===== src/hdl/dxt1ba_pkg.sv =====
`default_nettype none
// ---------------------------------------------------------------------------
// dxt1ba_pkg
// Shared widths, block mode codes and index tables for the DXT1 block
// assembler.
// ---------------------------------------------------------------------------
package dxt1ba_pkg;

    localparam int FORMAT_W   = 24;
    localparam int CHANNEL_W  = 8;
    localparam int SELECTOR_W = 16;
    localparam int COLOR565_W = 16;
    localparam int INDEX_W    = 32;

    // format word bits 6:4 equal to this mark move the mode field from bits 3:0 to bits 15:12
    localparam logic [2:0] ALT_MODE_MARK = 3'b111;

    // index bit patterns of the constant modes
    localparam logic [INDEX_W-1:0] PATTERN_ZERO  = 32'h0000_0000;
    localparam logic [INDEX_W-1:0] PATTERN_TWO   = 32'hAAAA_AAAA;
    localparam logic [INDEX_W-1:0] PATTERN_THREE = 32'hFFFF_FFFF;
    localparam logic [INDEX_W-1:0] PATTERN_ONE   = 32'h5555_5555;

    // xor applied to index bytes when the endpoints are swapped
    localparam logic [7:0] SWAP_FLIP = 8'h55;

    typedef enum logic [3:0] {
        MODE_CONST_0  = 4'd0,
        MODE_CONST_2  = 4'd1,
        MODE_CONST_3  = 4'd2,
        MODE_CONST_1  = 4'd3,
        MODE_BLOCK_1  = 4'd4,
        MODE_BLOCK_2  = 4'd5,
        MODE_BLOCK_3  = 4'd6,
        MODE_BLOCK_4  = 4'd7,
        MODE_HALF_1   = 4'd8,
        MODE_HALF_2   = 4'd9,
        MODE_HALF_3   = 4'd10,
        MODE_HALF_4   = 4'd11,
        MODE_NIBBLE   = 4'd12,
        MODE_PIXEL_2  = 4'd13,
        MODE_PIXEL_3  = 4'd14,
        MODE_PIXEL_4  = 4'd15
    } mode_t;

    // input request as held in the input register
    typedef struct packed {
        logic [FORMAT_W-1:0]   format_word;
        logic [CHANNEL_W-1:0]  first_red;
        logic [CHANNEL_W-1:0]  first_green;
        logic [CHANNEL_W-1:0]  first_blue;
        logic [CHANNEL_W-1:0]  second_red;
        logic [CHANNEL_W-1:0]  second_green;
        logic [CHANNEL_W-1:0]  second_blue;
        logic [SELECTOR_W-1:0] selector_zero;
        logic [SELECTOR_W-1:0] selector_one;
        logic [SELECTOR_W-1:0] selector_two;
        logic [SELECTOR_W-1:0] selector_three;
    } block_req_t;

    // selector levels 0,1,2,3 map to dxt1 indices 0,2,3,1 (a two-bit field of a selector)
    function automatic logic [1:0] level_to_index(input logic [1:0] level);
        logic [1:0] idx;
        case (level)
            2'd0:    idx = 2'd0;
            2'd1:    idx = 2'd2;
            2'd2:    idx = 2'd3;
            default: idx = 2'd1;
        endcase
        return idx;
    endfunction

    // repeat one 2-bit index over all four pixels of a byte
    function automatic logic [7:0] splat(input logic [1:0] idx);
        return {idx, idx, idx, idx};
    endfunction

    // nibble table: bit 3 gives pixel 0, bit 0 gives pixel 3, one bit per pixel
    function automatic logic [7:0] nibble_row(input logic [3:0] nib);
        return {1'b0, nib[0], 1'b0, nib[1], 1'b0, nib[2], 1'b0, nib[3]};
    endfunction

    // convert an rgb888 color to rgb565
    function automatic logic [COLOR565_W-1:0] to565(
        input logic [CHANNEL_W-1:0] r,
        input logic [CHANNEL_W-1:0] g,
        input logic [CHANNEL_W-1:0] b
    );
        return {r[7:3], g[7:2], b[7:3]};
    endfunction

endpackage

`default_nettype wire


===== src/hdl/dxt1ba_if.sv =====
`default_nettype none
// ---------------------------------------------------------------------------
// dxt1ba interfaces
// Valid/ready channels for block requests and packed block results.
// ---------------------------------------------------------------------------
interface dxt1ba_req_if;
    logic                                valid;
    logic                                ready;
    logic [dxt1ba_pkg::FORMAT_W-1:0]     format_word;
    logic [dxt1ba_pkg::CHANNEL_W-1:0]    first_red;
    logic [dxt1ba_pkg::CHANNEL_W-1:0]    first_green;
    logic [dxt1ba_pkg::CHANNEL_W-1:0]    first_blue;
    logic [dxt1ba_pkg::CHANNEL_W-1:0]    second_red;
    logic [dxt1ba_pkg::CHANNEL_W-1:0]    second_green;
    logic [dxt1ba_pkg::CHANNEL_W-1:0]    second_blue;
    logic [dxt1ba_pkg::SELECTOR_W-1:0]   selector_zero;
    logic [dxt1ba_pkg::SELECTOR_W-1:0]   selector_one;
    logic [dxt1ba_pkg::SELECTOR_W-1:0]   selector_two;
    logic [dxt1ba_pkg::SELECTOR_W-1:0]   selector_three;

    modport source (
        output valid, format_word, first_red, first_green, first_blue,
               second_red, second_green, second_blue,
               selector_zero, selector_one, selector_two, selector_three,
        input  ready
    );
    modport sink (
        input  valid, format_word, first_red, first_green, first_blue,
               second_red, second_green, second_blue,
               selector_zero, selector_one, selector_two, selector_three,
        output ready
    );
endinterface

interface dxt1ba_rsp_if;
    logic                                valid;
    logic                                ready;
    logic [dxt1ba_pkg::COLOR565_W-1:0]   endpoint_high;
    logic [dxt1ba_pkg::COLOR565_W-1:0]   endpoint_low;
    logic [dxt1ba_pkg::INDEX_W-1:0]      index_bytes;

    modport source (
        output valid, endpoint_high, endpoint_low, index_bytes,
        input  ready
    );
    modport sink (
        input  valid, endpoint_high, endpoint_low, index_bytes,
        output ready
    );
endinterface

`default_nettype wire


===== src/hdl/dxt1_block_assembler_top.sv =====
`default_nettype none
// ---------------------------------------------------------------------------
// dxt1_block_assembler_top
// Packs a format word, two rgb888 endpoints and four selectors into the
// endpoint and index words of one dxt1 color block.
// ---------------------------------------------------------------------------
// Takes one request per cycle and returns one packed block per request, in
// order. The request is captured in an input register, the 565 packing,
// endpoint ordering and index expansion run in one level of logic, and the
// block is held in a result register until taken. Throughput is one block per
// clock as long as the result side keeps taking them; a stalled result holds
// the pipeline and drops ready once the input register is full.
module dxt1_block_assembler_top (
    input  wire logic        clk,
    input  wire logic        rst_n,
    dxt1ba_req_if.sink       request,
    dxt1ba_rsp_if.source     result
);

    // pipeline control
    logic                          in_valid_reg;
    logic                          out_valid_reg;
    logic                          out_advance;
    logic                          in_advance;

    dxt1ba_pkg::block_req_t        req_reg;

    logic [dxt1ba_pkg::COLOR565_W-1:0] high_reg, high_next;
    logic [dxt1ba_pkg::COLOR565_W-1:0] low_reg, low_next;
    logic [dxt1ba_pkg::INDEX_W-1:0]    index_reg, index_next;

    assign out_advance   = !out_valid_reg || result.ready;
    assign in_advance    = !in_valid_reg || out_advance;
    assign request.ready = in_advance;

    // valid flags
    always_ff @(posedge clk or negedge rst_n)
    begin
        if (!rst_n)
        begin
            in_valid_reg  <= 1'b0;
            out_valid_reg <= 1'b0;
        end
        else
        begin
            if (in_advance)
                in_valid_reg <= request.valid;
            if (out_advance)
                out_valid_reg <= in_valid_reg;
        end
    end

    // input register
    always_ff @(posedge clk)
    begin
        if (in_advance && request.valid)
        begin
            req_reg.format_word    <= request.format_word;
            req_reg.first_red      <= request.first_red;
            req_reg.first_green    <= request.first_green;
            req_reg.first_blue     <= request.first_blue;
            req_reg.second_red     <= request.second_red;
            req_reg.second_green   <= request.second_green;
            req_reg.second_blue    <= request.second_blue;
            req_reg.selector_zero  <= request.selector_zero;
            req_reg.selector_one   <= request.selector_one;
            req_reg.selector_two   <= request.selector_two;
            req_reg.selector_three <= request.selector_three;
        end
    end

    // block assembly
    always_comb
    begin
        logic [dxt1ba_pkg::COLOR565_W-1:0] color_a;
        logic [dxt1ba_pkg::COLOR565_W-1:0] color_b;
        logic [7:0]                        flip;
        dxt1ba_pkg::mode_t                 mode;
        logic [dxt1ba_pkg::SELECTOR_W-1:0] sel [4];
        logic [1:0]                        pix [4];
        logic [7:0]                        row [4];
        logic [7:0]                        whole;
        logic [7:0]                        half_a;
        logic [7:0]                        half_b;

        color_a = dxt1ba_pkg::to565(req_reg.first_red, req_reg.first_green,
                                    req_reg.first_blue);
        color_b = dxt1ba_pkg::to565(req_reg.second_red, req_reg.second_green,
                                    req_reg.second_blue);

        // larger endpoint first, flip indices on swap
        if (color_a < color_b)
        begin
            high_next = color_b;
            low_next  = color_a;
            flip      = dxt1ba_pkg::SWAP_FLIP;
        end
        else
        begin
            high_next = color_a;
            low_next  = color_b;
            flip      = '0;
        end

        // mode field select
        if (req_reg.format_word[6:4] == dxt1ba_pkg::ALT_MODE_MARK)
            mode = dxt1ba_pkg::mode_t'(req_reg.format_word[15:12]);
        else
            mode = dxt1ba_pkg::mode_t'(req_reg.format_word[3:0]);

        sel[0] = req_reg.selector_zero;
        sel[1] = req_reg.selector_one;
        sel[2] = req_reg.selector_two;
        sel[3] = req_reg.selector_three;

        // per-selector pixel index for the whole-block and half modes
        for (int k = 0; k < 4; k++)
        begin
            case (mode)
                dxt1ba_pkg::MODE_BLOCK_1, dxt1ba_pkg::MODE_HALF_1:
                    pix[k] = {1'b0, sel[k][0]};
                dxt1ba_pkg::MODE_BLOCK_2, dxt1ba_pkg::MODE_HALF_2:
                    pix[k] = dxt1ba_pkg::level_to_index(sel[k][1:0]);
                dxt1ba_pkg::MODE_BLOCK_3, dxt1ba_pkg::MODE_HALF_3:
                    pix[k] = dxt1ba_pkg::level_to_index(sel[k][2:1]);
                default:
                    pix[k] = dxt1ba_pkg::level_to_index(sel[k][3:2]);
            endcase
        end

        // per-row bytes for the per-pixel modes, field of pixel 0 on top
        for (int k = 0; k < 4; k++)
        begin
            for (int p = 0; p < 4; p++)
            begin
                case (mode)
                    dxt1ba_pkg::MODE_PIXEL_2:
                        row[k][2*p +: 2] =
                            dxt1ba_pkg::level_to_index(sel[k][2*(3-p) +: 2]);
                    dxt1ba_pkg::MODE_PIXEL_3:
                        row[k][2*p +: 2] =
                            dxt1ba_pkg::level_to_index(sel[k][3*(3-p)+1 +: 2]);
                    default:
                        row[k][2*p +: 2] =
                            dxt1ba_pkg::level_to_index(sel[k][4*(3-p)+2 +: 2]);
                endcase
            end
        end

        whole  = dxt1ba_pkg::splat(pix[0]) ^ flip;
        half_a = {pix[1], pix[1], pix[0], pix[0]} ^ flip;
        half_b = {pix[3], pix[3], pix[2], pix[2]} ^ flip;

        // index word by mode
        unique case (mode)
            dxt1ba_pkg::MODE_CONST_0: index_next = dxt1ba_pkg::PATTERN_ZERO;
            dxt1ba_pkg::MODE_CONST_2: index_next = dxt1ba_pkg::PATTERN_TWO;
            dxt1ba_pkg::MODE_CONST_3: index_next = dxt1ba_pkg::PATTERN_THREE;
            dxt1ba_pkg::MODE_CONST_1: index_next = dxt1ba_pkg::PATTERN_ONE;
            dxt1ba_pkg::MODE_BLOCK_1, dxt1ba_pkg::MODE_BLOCK_2,
            dxt1ba_pkg::MODE_BLOCK_3, dxt1ba_pkg::MODE_BLOCK_4:
                index_next = {whole, whole, whole, whole};
            dxt1ba_pkg::MODE_HALF_1, dxt1ba_pkg::MODE_HALF_2,
            dxt1ba_pkg::MODE_HALF_3, dxt1ba_pkg::MODE_HALF_4:
                index_next = {half_b, half_b, half_a, half_a};
            dxt1ba_pkg::MODE_NIBBLE:
                index_next = {dxt1ba_pkg::nibble_row(sel[1][3:0]) ^ flip,
                              dxt1ba_pkg::nibble_row(sel[1][7:4]) ^ flip,
                              dxt1ba_pkg::nibble_row(sel[0][3:0]) ^ flip,
                              dxt1ba_pkg::nibble_row(sel[0][7:4]) ^ flip};
            default:
                index_next = {row[3] ^ flip, row[2] ^ flip,
                              row[1] ^ flip, row[0] ^ flip};
        endcase
    end

    // result register
    always_ff @(posedge clk)
    begin
        if (out_advance && in_valid_reg)
        begin
            high_reg  <= high_next;
            low_reg   <= low_next;
            index_reg <= index_next;
        end
    end

    assign result.valid         = out_valid_reg;
    assign result.endpoint_high = high_reg;
    assign result.endpoint_low  = low_reg;
    assign result.index_bytes   = index_reg;

endmodule

`default_nettype wire

===== src/flat_wrapper.sv =====
// flat-port wrapper written by rule: the top's interface ports become plain ports
module dxt1_block_assembler_top_flat 
  (clk, rst_n, request_valid, request_format_word, request_first_red, request_first_green, request_first_blue, request_second_red, request_second_green, request_second_blue, request_selector_zero, request_selector_one, request_selector_two, request_selector_three, request_ready, result_valid, result_endpoint_high, result_endpoint_low, result_index_bytes, result_ready);
  dxt1ba_req_if request_i ();
  dxt1ba_rsp_if result_i ();
  input  wire logic clk;
  input  wire logic rst_n;
  input wire logic [$bits(request_i.valid)-1:0] request_valid;
  input wire logic [$bits(request_i.format_word)-1:0] request_format_word;
  input wire logic [$bits(request_i.first_red)-1:0] request_first_red;
  input wire logic [$bits(request_i.first_green)-1:0] request_first_green;
  input wire logic [$bits(request_i.first_blue)-1:0] request_first_blue;
  input wire logic [$bits(request_i.second_red)-1:0] request_second_red;
  input wire logic [$bits(request_i.second_green)-1:0] request_second_green;
  input wire logic [$bits(request_i.second_blue)-1:0] request_second_blue;
  input wire logic [$bits(request_i.selector_zero)-1:0] request_selector_zero;
  input wire logic [$bits(request_i.selector_one)-1:0] request_selector_one;
  input wire logic [$bits(request_i.selector_two)-1:0] request_selector_two;
  input wire logic [$bits(request_i.selector_three)-1:0] request_selector_three;
  output wire logic [$bits(request_i.ready)-1:0] request_ready;
  output wire logic [$bits(result_i.valid)-1:0] result_valid;
  output wire logic [$bits(result_i.endpoint_high)-1:0] result_endpoint_high;
  output wire logic [$bits(result_i.endpoint_low)-1:0] result_endpoint_low;
  output wire logic [$bits(result_i.index_bytes)-1:0] result_index_bytes;
  input wire logic [$bits(result_i.ready)-1:0] result_ready;
  assign request_i.valid = request_valid;
  assign request_i.format_word = request_format_word;
  assign request_i.first_red = request_first_red;
  assign request_i.first_green = request_first_green;
  assign request_i.first_blue = request_first_blue;
  assign request_i.second_red = request_second_red;
  assign request_i.second_green = request_second_green;
  assign request_i.second_blue = request_second_blue;
  assign request_i.selector_zero = request_selector_zero;
  assign request_i.selector_one = request_selector_one;
  assign request_i.selector_two = request_selector_two;
  assign request_i.selector_three = request_selector_three;
  assign request_ready = request_i.ready;
  assign result_valid = result_i.valid;
  assign result_endpoint_high = result_i.endpoint_high;
  assign result_endpoint_low = result_i.endpoint_low;
  assign result_index_bytes = result_i.index_bytes;
  assign result_i.ready = result_ready;
  dxt1_block_assembler_top u_core (.clk(clk), .rst_n(rst_n), .request(request_i), .result(result_i));
endmodule

===== config.mk =====
export PLATFORM = sky130hd
export DESIGN_NAME = dxt1_block_assembler_top_flat
export DESIGN_NICKNAME = d
export VERILOG_FILES = /design/src/hdl/dxt1ba_pkg.sv /design/src/hdl/dxt1ba_if.sv /design/src/hdl/dxt1_block_assembler_top.sv /design/src/flat_wrapper.sv
export SDC_FILE = /design/constraint.sdc
export NUM_CORES = 1
export LEC_CHECK = 0
export BUFFER_PORTS_ARGS = -buffer_cell sky130_fd_sc_hd__buf_4
export CAP_MARGIN = 10
export CORE_MARGIN = 3
export CORE_UTILIZATION = 40
export CTS_CLUSTER_DIAMETER = 200
export DETAILED_ROUTE_END_ITERATION = 8
export MAX_ROUTING_LAYER = met4
export PLACE_DENSITY = 0.65
export SYNTH_ARGS = -nofsm -noshare
export SYNTH_HDL_FRONTEND = slang
export SYNTH_SLANG_ARGS = --single-unit

===== constraint.sdc =====
create_clock -name clk -period 9.8 [get_ports clk]
set_clock_uncertainty 0.1 [all_clocks]
set_input_delay 1.47 -clock clk [delete_from_list [all_inputs] [get_ports clk]]
set_output_delay 1.47 -clock clk [all_outputs]
set_load 0.1 [all_outputs]

Yosys cells after proc, flatten, opt, wreduce, memory -nomap -nowiden --
Cells that the tools add are included.
Storage, ports and cells: register bits after elaboration 194
Cells by class: equal/unequal tests 79, muxes and demuxes 57, order comparisons 1, reduce and logical (&&, ||, !) cells 44, bitwise logic cells 11
Operator list (number):
- $pmux W32 S7 | 1
- $pmux W2 S3 | 36
- $eq A2 B1 Y1 const B | 32
- $eq A2 B2 Y1 const B | 32
- $logic_not A2 Y1 | 32
- $pmux W2 S2 | 16
- $xor A8 B7 Y8 | 7
- $mux W16 | 2
- $eq A4 B4 Y1 const B | 7
- $xor A7 B7 Y7 | 4
- $eq A4 B3 Y1 const B | 4
- $lt A16 B16 Y1 | 1
- $eq A4 B2 Y1 const B | 2
- $reduce_or A4 Y1 | 2
- $mux W7 | 1
- $reduce_or A2 Y1 | 3
- $eq A4 B1 Y1 const B | 1
- $logic_not A4 Y1 | 1
- $mux W4 | 1
- $eq A3 B3 Y1 const B | 1
- $logic_and A1 B1 Y1 | 2
- $logic_not A1 Y1 | 2
- $logic_or A1 B1 Y1 | 2

Logic depth before layout (Yosys ltp) --
Gate-level depths: netlist of the first run.
depth after elaboration 7, gate-level depth with buffers 11

Worst setup path before layout of the first run --
OpenSTA, ideal clock, no wires.
path type input -> register, from input port result_ready, to register u_core.req_reg[0] (netlist bit) (enable), stages 2, setup time 464 ps, setup slack 4671 ps, arrival time 4566 ps, data required time 9236 ps, cells stage by stage nand3b_1 and2_1
On the way: longest elaborated chain between the ends 3
Ends and longest elaborated chain:
- start, declared | RTL line flat_wrapper.sv:25 | input wire logic [$bits(result_i.ready)-1:0] result_ready;
- $logic_or A1 B1 Y1 | RTL line dxt1_block_assembler_top.sv:32 | assign out_advance = !out_valid_reg || result.ready;
- $logic_or A1 B1 Y1 | RTL line dxt1_block_assembler_top.sv:33 | assign in_advance = !in_valid_reg || out_advance;
- $logic_and A1 B1 Y1 | RTL line dxt1_block_assembler_top.sv:56 | if (in_advance && request.valid)
- end, declared | RTL line dxt1_block_assembler_top.sv:26 | dxt1ba_pkg::block_req_t req_reg;
No other way between the ends. A chain may end at the register's enable or synchronous reset.

Worst setup path after layout of the first run --
from register u_core.req_reg[110] (netlist bit), to register u_core.index_reg, in the netlist u_core.result.index_bytes[14], data pin
On the way: longest elaborated chain between the ends 4, elaborated cells between the ends (all ways) 7, those cells by class order compare (1); mux (2); bitwise (4)
Ends and longest elaborated chain:
- $lt A16 B16 Y1 (*) | RTL line dxt1_block_assembler_top.sv:92 | if (color_a < color_b)
- $mux W7 (*) | RTL line dxt1_block_assembler_top.sv:92
- $xor A8 B7 Y8, or another cell as far along | RTL line dxt1_block_assembler_top.sv:173 | row[1] ^ flip, row[0] ^ flip};
- $pmux W32 S7 (*) | RTL line dxt1_block_assembler_top.sv:155 | unique case (mode)
- via u_core.index_next (one bit) | RTL line dxt1_block_assembler_top.sv:30 | logic [dxt1ba_pkg::INDEX_W-1:0] index_reg, index_next;
- end signal, assigned | RTL line dxt1_block_assembler_top.sv:184 | index_reg <= index_next;
- end, declared | RTL line dxt1_block_assembler_top.sv:30
Mark *: on every way through the listed nets, which the timed path passes. The rest lies on a longest branch.

==> metrics.md, run 1 <==
| Metric | Value |
|---|---|
| Leakage power | 0.00435 uW |
| Largest net degree at the start of global routing | 65 |
| Proportion of layout cells with a drive suffix above 1 | 25.9% |
| Final net count | 1076 |
| Placed cell area | 9870 um^2 |
| Post-Syn Nets | 911 |
| Final Instance Area | 10500 um^2 |
| Gr usage total | 18.3% |
| Gates resized, CTS repair | 0 |
| Worst Path Arrival | 3.83 ns |
| PwrDens | 204 nW/um^2 |
| Fillers | 1826 |
| FP Rows | 52 |
| TritonCTS clock tree | done |
| Synth Area in Compound Gates | 14.4% |
| CP endpoint kind | flop |
| Gpl congestion | 0.861 |
| Initial antenna violation count | 0 |
| Multiplexer share of the synthesized area | 2.31% |
| Setup Fix Bufs, Post-CTS | 0 |
| Maximum Capacitance Violations | 0 |
| Final wirelength | 19900 um |
| Worst-path clk slew | 0.07 ns |
| Largest family of logic cells by synthesized area | compound AO/OA/AOI/OAI gates |
| Status | completed |
| Vias | 5968 |
| EDFF count, synth | 159 |
| Mean Syn Cell Area | 12.0 um^2 |
| I/O pin cnt | 206 |
| Detailed-placement wirelength estimate | 13900 um |
| Number of antenna cells inserted | 0 |
| Largest register FFs | 95 |
| Tmin final | 3.76 ns |
| Worst-path fanout max | 33 |
| Die Wd | 150 um |
| Avg Vias per Cell | 5.24 |
| H-tree Lvls | 4 |
| VDD IR max | 109 uV |
| Die Area | 22600 um^2 |
| Period utilisation layout | 38.4% |
| Post-synthesis simple-gate area fraction | 8.07% |
| Area leader, netlist | edfxtp_1 |
| Most common cell after layout, fill and taps aside | buf_4 |
| CTS sink count | 161 |
| Fin cells | 1140 |
| First-pass GRT wire length | 30400 um |
| WS Path Type | reg2reg |
| WP data required | 9.87 ns |
| Total grt overflow | 0 |
| TNS Setup | 0 ns |
| Async SR Flop Fraction | 1.24% |
| Core area | 20400 um^2 |
| Initial core utilization | 40.9% |
| Adder-cell share of the synthesized area | 11.9% |
| Inserted Clock Buffers | 17 |
| Buffers on Ports | 164 |
| Final setup margin | 6.04 ns |
| Hold_ws | 0.404 ns |
| Die Ht | 150 um |
| Placed cells | 1108 |
| Initial drt markers | 532 |
| YS warnings | 0 |
| Worst setup SP type | flop |
| Worst slew pin tran | 0.942 ns |
| Antenna-violating nets left | 0 |
| Clock Latency Late Sink | 0.43 ns |
| Seq cells post-synth | 161 |
| RSZ-0062 raised after global routing | false |
| Place WS | 6.09 ns |
| Final slew viol count | 0 |
| Synth top area cells | edfxtp_1 (57%), ha_1 (12%), o21ai_0 (4.6%), nand2_1 (3.1%), inv_1 (2.2%) |
| Share of the synthesized area in the top cell type | 57.3% |
| Hold Crit Class | reg2reg |
| Maximum clock frequency | 266 MHz |
| Synth Cell Area | 8340 um^2 |
| Wirelength per Cell | 17.4 um |
| DRC violations left | 0 |
| Netlist cell types | 55 |
| Hold-fix buffers, CTS | 0 |
| Drt first pass iters | 5 |
| Final Hold Viols | 0 |
| Register area share after synthesis | 57.9% |
| Gate Count Post-Synth | 692 |
| Area grow syn2layout | 25.5% |
| Longest Clk Path Bufs | 2 |
| Post-synth top flop | edfxtp_1 |
| Clk root buf | clkbuf_16 |
| Relative slew slack | 37.0% |
| Most frequent cells in the layout | buf_4 (173), edfxtp_1 (159), ha_1 (79) |
| # setup viols final | 0 |
| XOR/XNOR Fraction of Synth Area | 1.88% |
| Vias in the first global route | 5766 |
-- routing by layer --
metal	up-vias	global-route usage [%]	part of all wire [%]
met1	2832	24.1	45
met5	-	-	0
met3	25	3.85	5.8
met2	207	28.7	48
met4	0	5.12	1.4
li1	2904	-	-
-- cells by family after synthesis --
logic type                 Yosys count
AOI/OAI and AO/OA                  189
adders and majority gates           79
muxes                               18
and+or+nand+nor                    153
DFF                                161
buffers and inverters               75
xor gates and xnor gates            17
-- metrics by stage --
| stage | util, % | total power, uW |
|---|---|---|
| 6_report | 51.4 | 2130 |
| 5_1_grt | 51.4 | 2220 |
| 4_1_cts | 51.4 | 2150 |
| 3_5_place_dp | 48.4 | 1470 |
| 3_3_place_gp | 48.4 | 1470 |
| 2_1_floorplan | - | 1320 |
-- power by group --
group	leakage, uW	switching [uW]	internal (uW)
registers	0.00155	30.9	842
clock network	0.000291	288	384
logic	0.00250	431	155
-- cells in the mapped netlist, types with 9 or more instances --
| library cell | count |
|---|---|
| mux2i_1 | 13 |
| nand2_1 | 68 |
| a22oi_1 | 10 |
| o21ai_0 | 76 |
| o221ai_1 | 10 |
| a21oi_1 | 25 |
| ha_1 | 79 |
| buf_2 | 10 |
| inv_1 | 48 |
| xnor2_1 | 15 |
| clkbuf_1 | 9 |
| edfxtp_1 | 159 |
| nor2_1 | 44 |
| o22ai_1 | 17 |
-- layout make-up --
type                    count  area [um^2]  area share, %
multi-input cells         456         3220           30.8
inverters                  48          180           1.72
repair buffers            173         1300           12.4
well taps                 270          338           3.23
clock inverters            15          171           1.64
clock buffers              17          425           4.07
flip-flops and latches    161         4820           46.1
-- worst max-delay path, cell delays in order (launching register included) --
cell and delay (ns):
edfxtp_1 0.43, ha_1 0.30, and4_1 0.24, and2_1 0.16, a221oi_1 0.46, o21a_2 0.65
buf_4 0.46, nand2_1 0.29, mux2i_1 0.30, a2bb2oi_1 0.12
-- worst paths after layout --
check,start,end,slack [ns],depth (start not counted)
setup / recovery,u_core.req_reg[110],u_core.result.index_bytes[14],6.04,9
hold / removal,u_core.in_valid_reg,u_core.result.valid,0.40,1
setup reg to reg,u_core.req_reg[110],u_core.result.index_bytes[14],6.04,9
hold reg to reg,u_core.in_valid_reg,u_core.result.valid,0.40,1
max in group asynchronous,rst_n,u_core.result.valid,8.81,1
min in group asynchronous,rst_n,u_core.in_valid_reg,0.71,1
Power figures use the tool's default switching activity.
==> run 2, diff against run 1 <==
--- a/config.mk
+++ b/config.mk
@@ -5,6 +5,7 @@
 export SDC_FILE = /design/constraint.sdc
 export NUM_CORES = 1
 export LEC_CHECK = 0
+export ABC_AREA = 1
 export BUFFER_PORTS_ARGS = -buffer_cell sky130_fd_sc_hd__buf_4
 export CAP_MARGIN = 10
 export CORE_MARGIN = 3
@@ -12,7 +13,7 @@
 export CTS_CLUSTER_DIAMETER = 200
 export DETAILED_ROUTE_END_ITERATION = 8
 export MAX_ROUTING_LAYER = met4
-export PLACE_DENSITY = 0.65
+export PLACE_DENSITY = 0.64
 export SYNTH_ARGS = -nofsm -noshare
 export SYNTH_HDL_FRONTEND = slang
 export SYNTH_SLANG_ARGS = --single-unit
==> constraint.sdc (replaced) <==
create_clock -name clk -period 3.5 [get_ports clk]
set_clock_uncertainty 0.1 [all_clocks]
set_input_delay 0.525 -clock clk [delete_from_list [all_inputs] [get_ports clk]]
set_output_delay 0.525 -clock clk [all_outputs]
set_load 0.1 [all_outputs]
==> run 2 against run 1 <==
Via count rose by 13%; area after synthesis up 6.1%; synthesized cell count grew 28%; critical path depth is 2 higher; count of clock-buffer cells in the layout stayed put; global-route usage increased by 0.51 points; die area rose by 5.9%; sequential share of layout area fell by 2.0 points; design area is 4.7% higher; non-clock buffer count is 1 higher; combinational power rose to 3.4 times the previous value.
==> metrics.md, run 2 <==
| Metric | Value |
|---|---|
| Status | completed (unchanged) |
| Worst-path clk slew | 0.07 ns (about the same) |
| Worst setup SP type | flop (unchanged) |
| Setup Fix Bufs, Post-CTS | 0 (unchanged) |
| Largest net degree at the start of global routing | 96 (was 65) |
| CP endpoint kind | flop (unchanged) |
| VDD IR max | 293 uV (was 109 uV) |
| First-pass GRT wire length | 34100 um (was 30400 um) |
| WS Path Type | reg2reg (unchanged) |
| Most instantiated cells after synthesis | nand2_1 (189), edfxtp_1 (159), nor2_1 (91) (was edfxtp_1 (159), ha_1 (79), o21ai_0 (76)) |
| Count leader, synth | nand2_1 (was edfxtp_1) |
| Antenna-violating nets left | 0 (unchanged) |
| Period utilisation layout | 82.1% (was 38.4%) |
| FP Rows | 53 (was 52) |
| Final Hold Viols | 0 (unchanged) |
| CTS sink count | 161 (unchanged) |
| Initial core utilization | 41.4% (was 40.9%) |
| Mean Syn Cell Area | 9.98 um^2 (was 12.0 um^2) |
| Die Wd | 155 um (was 150 um) |
| Most common cell after layout, fill and taps aside | nand2_1 (was buf_4) |
| Worst-path fanout max | 16 (was 33) |
| EDFF count, synth | 159 (unchanged) |
| RSZ-0062 raised after global routing | false (unchanged) |
| Leakage power | 0.00489 uW (was 0.00435 uW) |
| Clk root buf | clkbuf_16 (unchanged) |
| Sequential cell area | 4830 um^2 (was 4820 um^2) |
| Number of antenna cells inserted | 0 (unchanged) |
| R2R Setup Slk | 0.63 ns (was 6.04 ns) |
| Final wirelength | 21600 um (was 19900 um) |
| Area grow syn2layout | 23.7% (was 25.5%) |
| Placed cell area | 10300 um^2 (was 9870 um^2) |
| Largest register FFs | 95 (unchanged) |
| Worst Path Arrival | 2.96 ns (was 3.83 ns) |
| Vias | 6731 (was 5968) |
| Die Ht | 155 um (was 150 um) |
| Async SR Flop Fraction | 1.24% (unchanged) |
| Netlist cell types | 37 (was 55) |
| Fin cells | 1334 (was 1140) |
| Post-Syn Nets | 1106 (was 911) |
| Initial drt markers | 441 (was 532) |
| Gpl congestion | 0.899 (was 0.861) |
| Final Instance Area | 10900 um^2 (was 10500 um^2) |
| YS warnings | 0 (unchanged) |
| Share of the synthesized area in the top cell type | 54.0% (was 57.3%) |
| Die Area | 23900 um^2 (was 22600 um^2) |
| Final slew viol count | 0 (unchanged) |
| Avg Vias per Cell | 5.05 (was 5.24) |
| Core area | 21400 um^2 (was 20400 um^2) |
| Area of the multi-input gates | 3530 um^2 (was 3220 um^2) |
| Worst slew pin tran | 0.874 ns (was 0.942 ns) |
| Total grt overflow | 0 (unchanged) |
| Relative slew slack | 41.7% (was 37.0%) |
| TNS Setup | 0 ns (unchanged) |
| Buffers on Ports | 164 (unchanged) |
| Initial antenna violation count | 0 (unchanged) |
| Gate Count Post-Synth | 887 (was 692) |
| Vias in the first global route | 6523 (was 5766) |
| I/O pin cnt | 206 (unchanged) |
| Post-synth top flop | edfxtp_1 (unchanged) |
| Register area share after synthesis | 54.5% (was 57.9%) |
| Most frequent cells in the layout | nand2_1 (189), buf_4 (172), edfxtp_1 (159) (was buf_4 (173), edfxtp_1 (159), ha_1 (79)) |
| Area leader, netlist | edfxtp_1 (unchanged) |
| Proportion of layout cells with a drive suffix above 1 | 23.7% (was 25.9%) |
| Placed cells | 1301 (was 1108) |
| PwrDens | 579 nW/um^2 (was 204 nW/um^2) |
| Longest Clk Path Bufs | 2 (unchanged) |
| Seq cells post-synth | 161 (unchanged) |
| DRC violations left | 0 (unchanged) |
| Drt first pass iters | 6 (was 5) |
| Synth top area cells | edfxtp_1 (54%), ha_1 (11%), nand2_1 (8.0%), nor2_1 (3.9%), o21ai_0 (3.6%) (was edfxtp_1 (57%), ha_1 (12%), o21ai_0 (4.6%), nand2_1 (3.1%), inv_1 (2.2%)) |
| Synth Cell Area | 8850 um^2 (was 8340 um^2) |
| H-tree Lvls | 4 (unchanged) |
| # setup viols final | 0 (unchanged) |
| Gr usage total | 18.8% (was 18.3%) |
| Detailed-placement wirelength estimate | 15200 um (was 13900 um) |
| Inserted Clock Buffers | 17 (unchanged) |
| Fillers | 1989 (was 1826) |
| Pwr Total | 6340 uW (was 2130 uW) |
| TritonCTS clock tree | done (unchanged) |
| Maximum Capacitance Violations | 0 (unchanged) |
| Clock Latency Late Sink | 0.43 ns (about the same) |
| Final net count | 1265 (was 1076) |
| Wirelength per Cell | 16.2 um (was 17.4 um) |
| Maximum clock frequency | 348 MHz (was 266 MHz) |
| Tmin final | 2.87 ns (was 3.76 ns) |
| WP data required | 3.58 ns (was 9.87 ns) |
| Hold Crit Class | in2reg (was reg2reg) |
| Hold_ws | 0.161 ns (was 0.404 ns) |
==> run 2: cell types whose count changed after synthesis, sizes merged, moves of 13 or more <==
cell and change:
inv +37, mux2i -14, o22ai -13, nor2 +52
nand3 +54, xnor2 -16, nand4 +22, nand2 +130
==> run 2: cell families (layout without fill, tap and decap cells) <==
group,after synthesis,count (layout),synth area share [%]
xor gates and xnor gates,6,6,0.594
adders and majority gates,79,79,11.2
and+or+nand+nor,405,405,20.4
AOI/OAI and AO/OA,115,115,7.39
buffers and inverters,121,293,5.92
DFF,161,161,54.5
==> run 2: worst paths after layout <==
path                            cells after the start                            end               startpoint
worst max-delay path                               11  u_core.result.index_bytes[28]      u_core.req_reg[118]
worst min-delay path                                1             u_core.req_reg[79]  request_second_green[7]
worst max register to register                     11  u_core.result.index_bytes[28]      u_core.req_reg[118]
worst min register to register                      2            u_core.in_valid_reg      u_core.in_valid_reg
max in group asynchronous                           2            u_core.result.valid                    rst_n
min in group asynchronous                           2            u_core.result.valid                    rst_n
==> run 2: per-layer routing <==
metal	wire [um]	vias to the layer above	GRT usage (%)
li1	-	3360	-
met1	9320	3069	24.0
met2	10500	270	30.2
met3	1400	32	3.92
met4	354	0	5.80
met5	0	-	-
==> run 2: final cells by class <==
class,instances,area share [%]
Clock buffer,17,3.89
Clock inverter,15,1.55
Inverter,87,3.02
Multi-Input combinational cell,605,32.3
Sequential cell,161,44.1
Tap cell,275,3.14
Timing Repair Buffer,174,12.1
==> run 2: repair_timing <==
| action | 4_1_cts | 5_1_grt |
|---|---|---|
| resized for setup | 0 | 0 |
| endpoints found under the hold margin | 2 | 0 |
| hold buffers | 1 | 0 |
| setup endpoints to repair | 0 | 0 |
==> run 2: report_power, final <==
| part | switching (uW) | internal, uW |
|---|---|---|
| registers | 102 | 2410 |
| clock network | 879 | 954 |
| logic | 1520 | 477 |
| total | 2500 | 3840 |
==> run 2: worst max-delay path: stages (launching register included) <==
cell	delay (ns)
edfxtp_1	0.52
nand3_4	0.19
nand2_1	0.08
nand2_2	0.13
nand2_2	0.25
nor2_2	0.57
o21ai_0	0.19
o21ai_0	0.12
o21ai_1	0.10
xor2_1	0.17
nand2_1	0.12
nand2_1	0.08
==> run 2: per-stage QoR <==
stage | setup slack, ns | util [%]
after floorplan | 0.241 | -
after global placement | 0.757 | 48.4
after detailed placement | 0.700 | 48.4
after CTS | 0.665 | 51.3
after global routing | 0.445 | 51.3
final | 0.626 | 51.3
==> run 3, diff against run 2 <==
--- a/config.mk
+++ b/config.mk
@@ -13,7 +13,7 @@
 export CTS_CLUSTER_DIAMETER = 200
 export DETAILED_ROUTE_END_ITERATION = 8
 export MAX_ROUTING_LAYER = met4
-export PLACE_DENSITY = 0.64
+export PLACE_DENSITY = 0.67
 export SYNTH_ARGS = -nofsm -noshare
 export SYNTH_HDL_FRONTEND = slang
 export SYNTH_SLANG_ARGS = --single-unit
==> constraint.sdc (replaced) <==
create_clock -name clk -period 2.5 [get_ports clk]
set_clock_uncertainty 0.1 [all_clocks]
set_input_delay 0.375 -clock clk [delete_from_list [all_inputs] [get_ports clk]]
set_output_delay 0.375 -clock clk [all_outputs]
set_load 0.1 [all_outputs]
==> run 3 against run 2 <==
Sequential share of layout area down 4.9 points; sequential cell count unchanged; cell count increased by 8.8%; worst setup slack worse by 0.61 ns; fmax up 16%; count of clock-buffer cells in the layout unchanged; total power is 47% higher; combinational power increased by 57%; routed wire length grew 9.7%; largest cell class unchanged.
==> metrics.md, run 3 (synthesis results as in run 2) <==
| Metric | Value |
|---|---|
| Die Wd | 155 um (unchanged) |
| Placed cell area | 10600 um^2 (was 10300 um^2) |
| RSZ-0062 raised after global routing | true (was false) |
| Die Ht | 155 um (unchanged) |
| H-tree Lvls | 4 (unchanged) |
| Worst setup SP type | flop (unchanged) |
| Final wirelength | 23700 um (was 21600 um) |
| CP bufs+invs | 1 (was 0) |
| Die Area | 23900 um^2 (unchanged) |
| First-pass GRT wire length | 35400 um (was 34100 um) |
| WS Path Type | reg2reg (unchanged) |
| DRC violations left | 0 (unchanged) |
| Detailed-placement wirelength estimate | 15900 um (was 15200 um) |
| Buffers on Ports | 164 (unchanged) |
| Gpl congestion | 0.897 (was 0.899) |
| CP endpoint kind | flop (unchanged) |
| Final Hold Viols | 0 (unchanged) |
| TritonCTS clock tree | done (unchanged) |
| Avg Vias per Cell | 5.00 (was 5.05) |
| # setup viols final | 0 (unchanged) |
| Cell mode on critical path | nor2_1 (was nand2_1) |
| Core area | 21400 um^2 (unchanged) |
| Worst-path clk slew | 0.07 ns (about the same) |
| Gr usage total | 19.5% (was 18.8%) |
| Worst slew pin tran | 0.767 ns (was 0.874 ns) |
| Clk root buf | clkbuf_16 (unchanged) |
| Final slew viol count | 0 (unchanged) |
| Inserted Clock Buffers | 17 (unchanged) |
| CP delay by family, top | simple AND/OR/NAND/NOR gates (unchanged) |
| Final Instance Area | 12300 um^2 (was 10900 um^2) |
| Largest net degree at the start of global routing | 96 (unchanged) |
| Longest Clk Path Bufs | 2 (unchanged) |
| Worst Path Arrival | 2.55 ns (was 2.96 ns) |
| Area grow syn2layout | 39.3% (was 23.7%) |
| Tmin final | 2.48 ns (was 2.87 ns) |
| Initial antenna violation count | 1 (was 0) |
| Maximum Capacitance Violations | 0 (unchanged) |
| Drt first pass iters | 7 (was 6) |
| Final net count | 1381 (was 1265) |
| Relative slew slack | 48.8% (was 41.7%) |
| WP data required | 2.57 ns (was 3.58 ns) |
| Total grt overflow | 0 (unchanged) |
| Worst path slowest cell | edfxtp_1 (was nor2_2) |
| Maximum clock frequency | 403 MHz (was 348 MHz) |
| Period utilisation layout | 99.3% (was 82.1%) |
| Fin cells | 1452 (was 1334) |
| Clock Latency Late Sink | 0.44 ns (was 0.43 ns) |
| VDD IR max | 603 uV (was 293 uV) |
| Antenna-violating nets left | 0 (unchanged) |
| CP max stage delay | 0.36 ns (was 0.57 ns) |
| Vias | 7256 (was 6731) |
| Leakage power | 0.00551 uW (was 0.00489 uW) |
| Hold Crit Class | in2reg (unchanged) |
| Proportion of layout cells with a drive suffix above 1 | 28.1% (was 23.7%) |
| FP Rows | 53 (unchanged) |
| CP cell instances | inv_1, ha_4, a21oi_2, nor2_1, nor3_2, nand2_2, a21oi_4, nand3_1, nand3_2, nand2_8, nor2_1, nand2_1 (was nand3_4, nand2_1, nand2_2, nand2_2, nor2_2, o21ai_0, o21ai_0, o21ai_1, xor2_1, nand2_1, nand2_1) |
| Initial core utilization | 41.4% (unchanged) |
| Most frequent cells in the layout | buf_4 (214), nand2_1 (182), edfxtp_1 (159) (was nand2_1 (189), buf_4 (172), edfxtp_1 (159)) |
| Vias in the first global route | 6845 (was 6523) |
| Status | completed (unchanged) |
| Most common cell after layout, fill and taps aside | buf_4 (was nand2_1) |
| Initial drt markers | 462 (was 441) |
| PwrDens | 757 nW/um^2 (was 579 nW/um^2) |
| Worst-path fanout max | 16 (unchanged) |
| Placed cells | 1333 (was 1301) |
| Wirelength per Cell | 16.3 um (was 16.2 um) |
| Largest register FFs | 95 (unchanged) |
| CTS sink count | 161 (unchanged) |
| I/O pin cnt | 206 (unchanged) |
[run 3: cell types whose count changed in the layout (fill, tap and decap cells not counted), sizes merged]
cell         delta
inv             +3
clkinv          -2
diode           +2
buf            +48
clkbuf          +3
bufinv          +1
clkinvlp        -2
dlygate4sd3    +65
[run 3: layout make-up]
class / count / area, um^2
antenna: 2 / 5.00
timing repair buffer: 290 / 2470
fill: 1818 / 9020
tap: 275 / 344
sequential: 161 / 4830
multi-input combinational: 605 / 3740
inverter: 87 / 338
clock inverter: 15 / 186
clock buffer: 17 / 425
[run 3: final timing paths]
check	start	to	slack, ns	cells after the start
max in group asynchronous	rst_n	u_core.result.valid	2.05	2
min in group asynchronous	rst_n	u_core.result.valid	0.15	2
min reg2reg	u_core.in_valid_reg	u_core.result.valid	0.49	2
min	request_selector_one[5]	u_core.req_reg[37]	0.02	1
max reg2reg	u_core.req_reg[74]	u_core.result.index_bytes[12]	0.02	12
max	u_core.req_reg[74]	u_core.result.index_bytes[12]	0.02	12
[run 3: layer usage]
metal  track usage, %  part of all wire (%)  vias up
met2             32.2                    50      231
met1             24.7                    42     3375
met4             5.93                   2.4        0
li1                 -                     -     3605
met3             3.67                   5.4       45
met5                -                     0        -
[run 3: metrics by stage]
step / worst slack [ns] / setup TNS [ns] / utilization, % / total power [uW] / hold WS (ns)
floorplan: -0.530 / -81.15 / - / 5680 / -0.0206
global placement: -0.0332 / -0.0771 / 49.8 / 6440 / 0.0584
detailed placement: -0.106 / -0.431 / 49.8 / 6470 / 0.0617
CTS: 0.00986 / 0 / 55.2 / 9240 / 0.0000172
global route: -0.109 / -0.840 / 57.7 / 9740 / 0.0000318
finish: 0.0165 / 0 / 57.8 / 9340 / 0.0169
[run 3: power breakdown]
group          switching (uW)  internal, uW
sequential                152          3370
combinational            2240           893
clock                    1240          1440
[run 3: what timing repair did]
item | CTS | global route
buffers inserted | 1 | 15
hold buffers | 52 | 14
endpoints found under the setup margin | 16 | 60
endpoints found under the hold margin | 53 | 14
resized for setup | 3 | 40
gates cloned | 0 | 3
pin swaps | 0 | 9
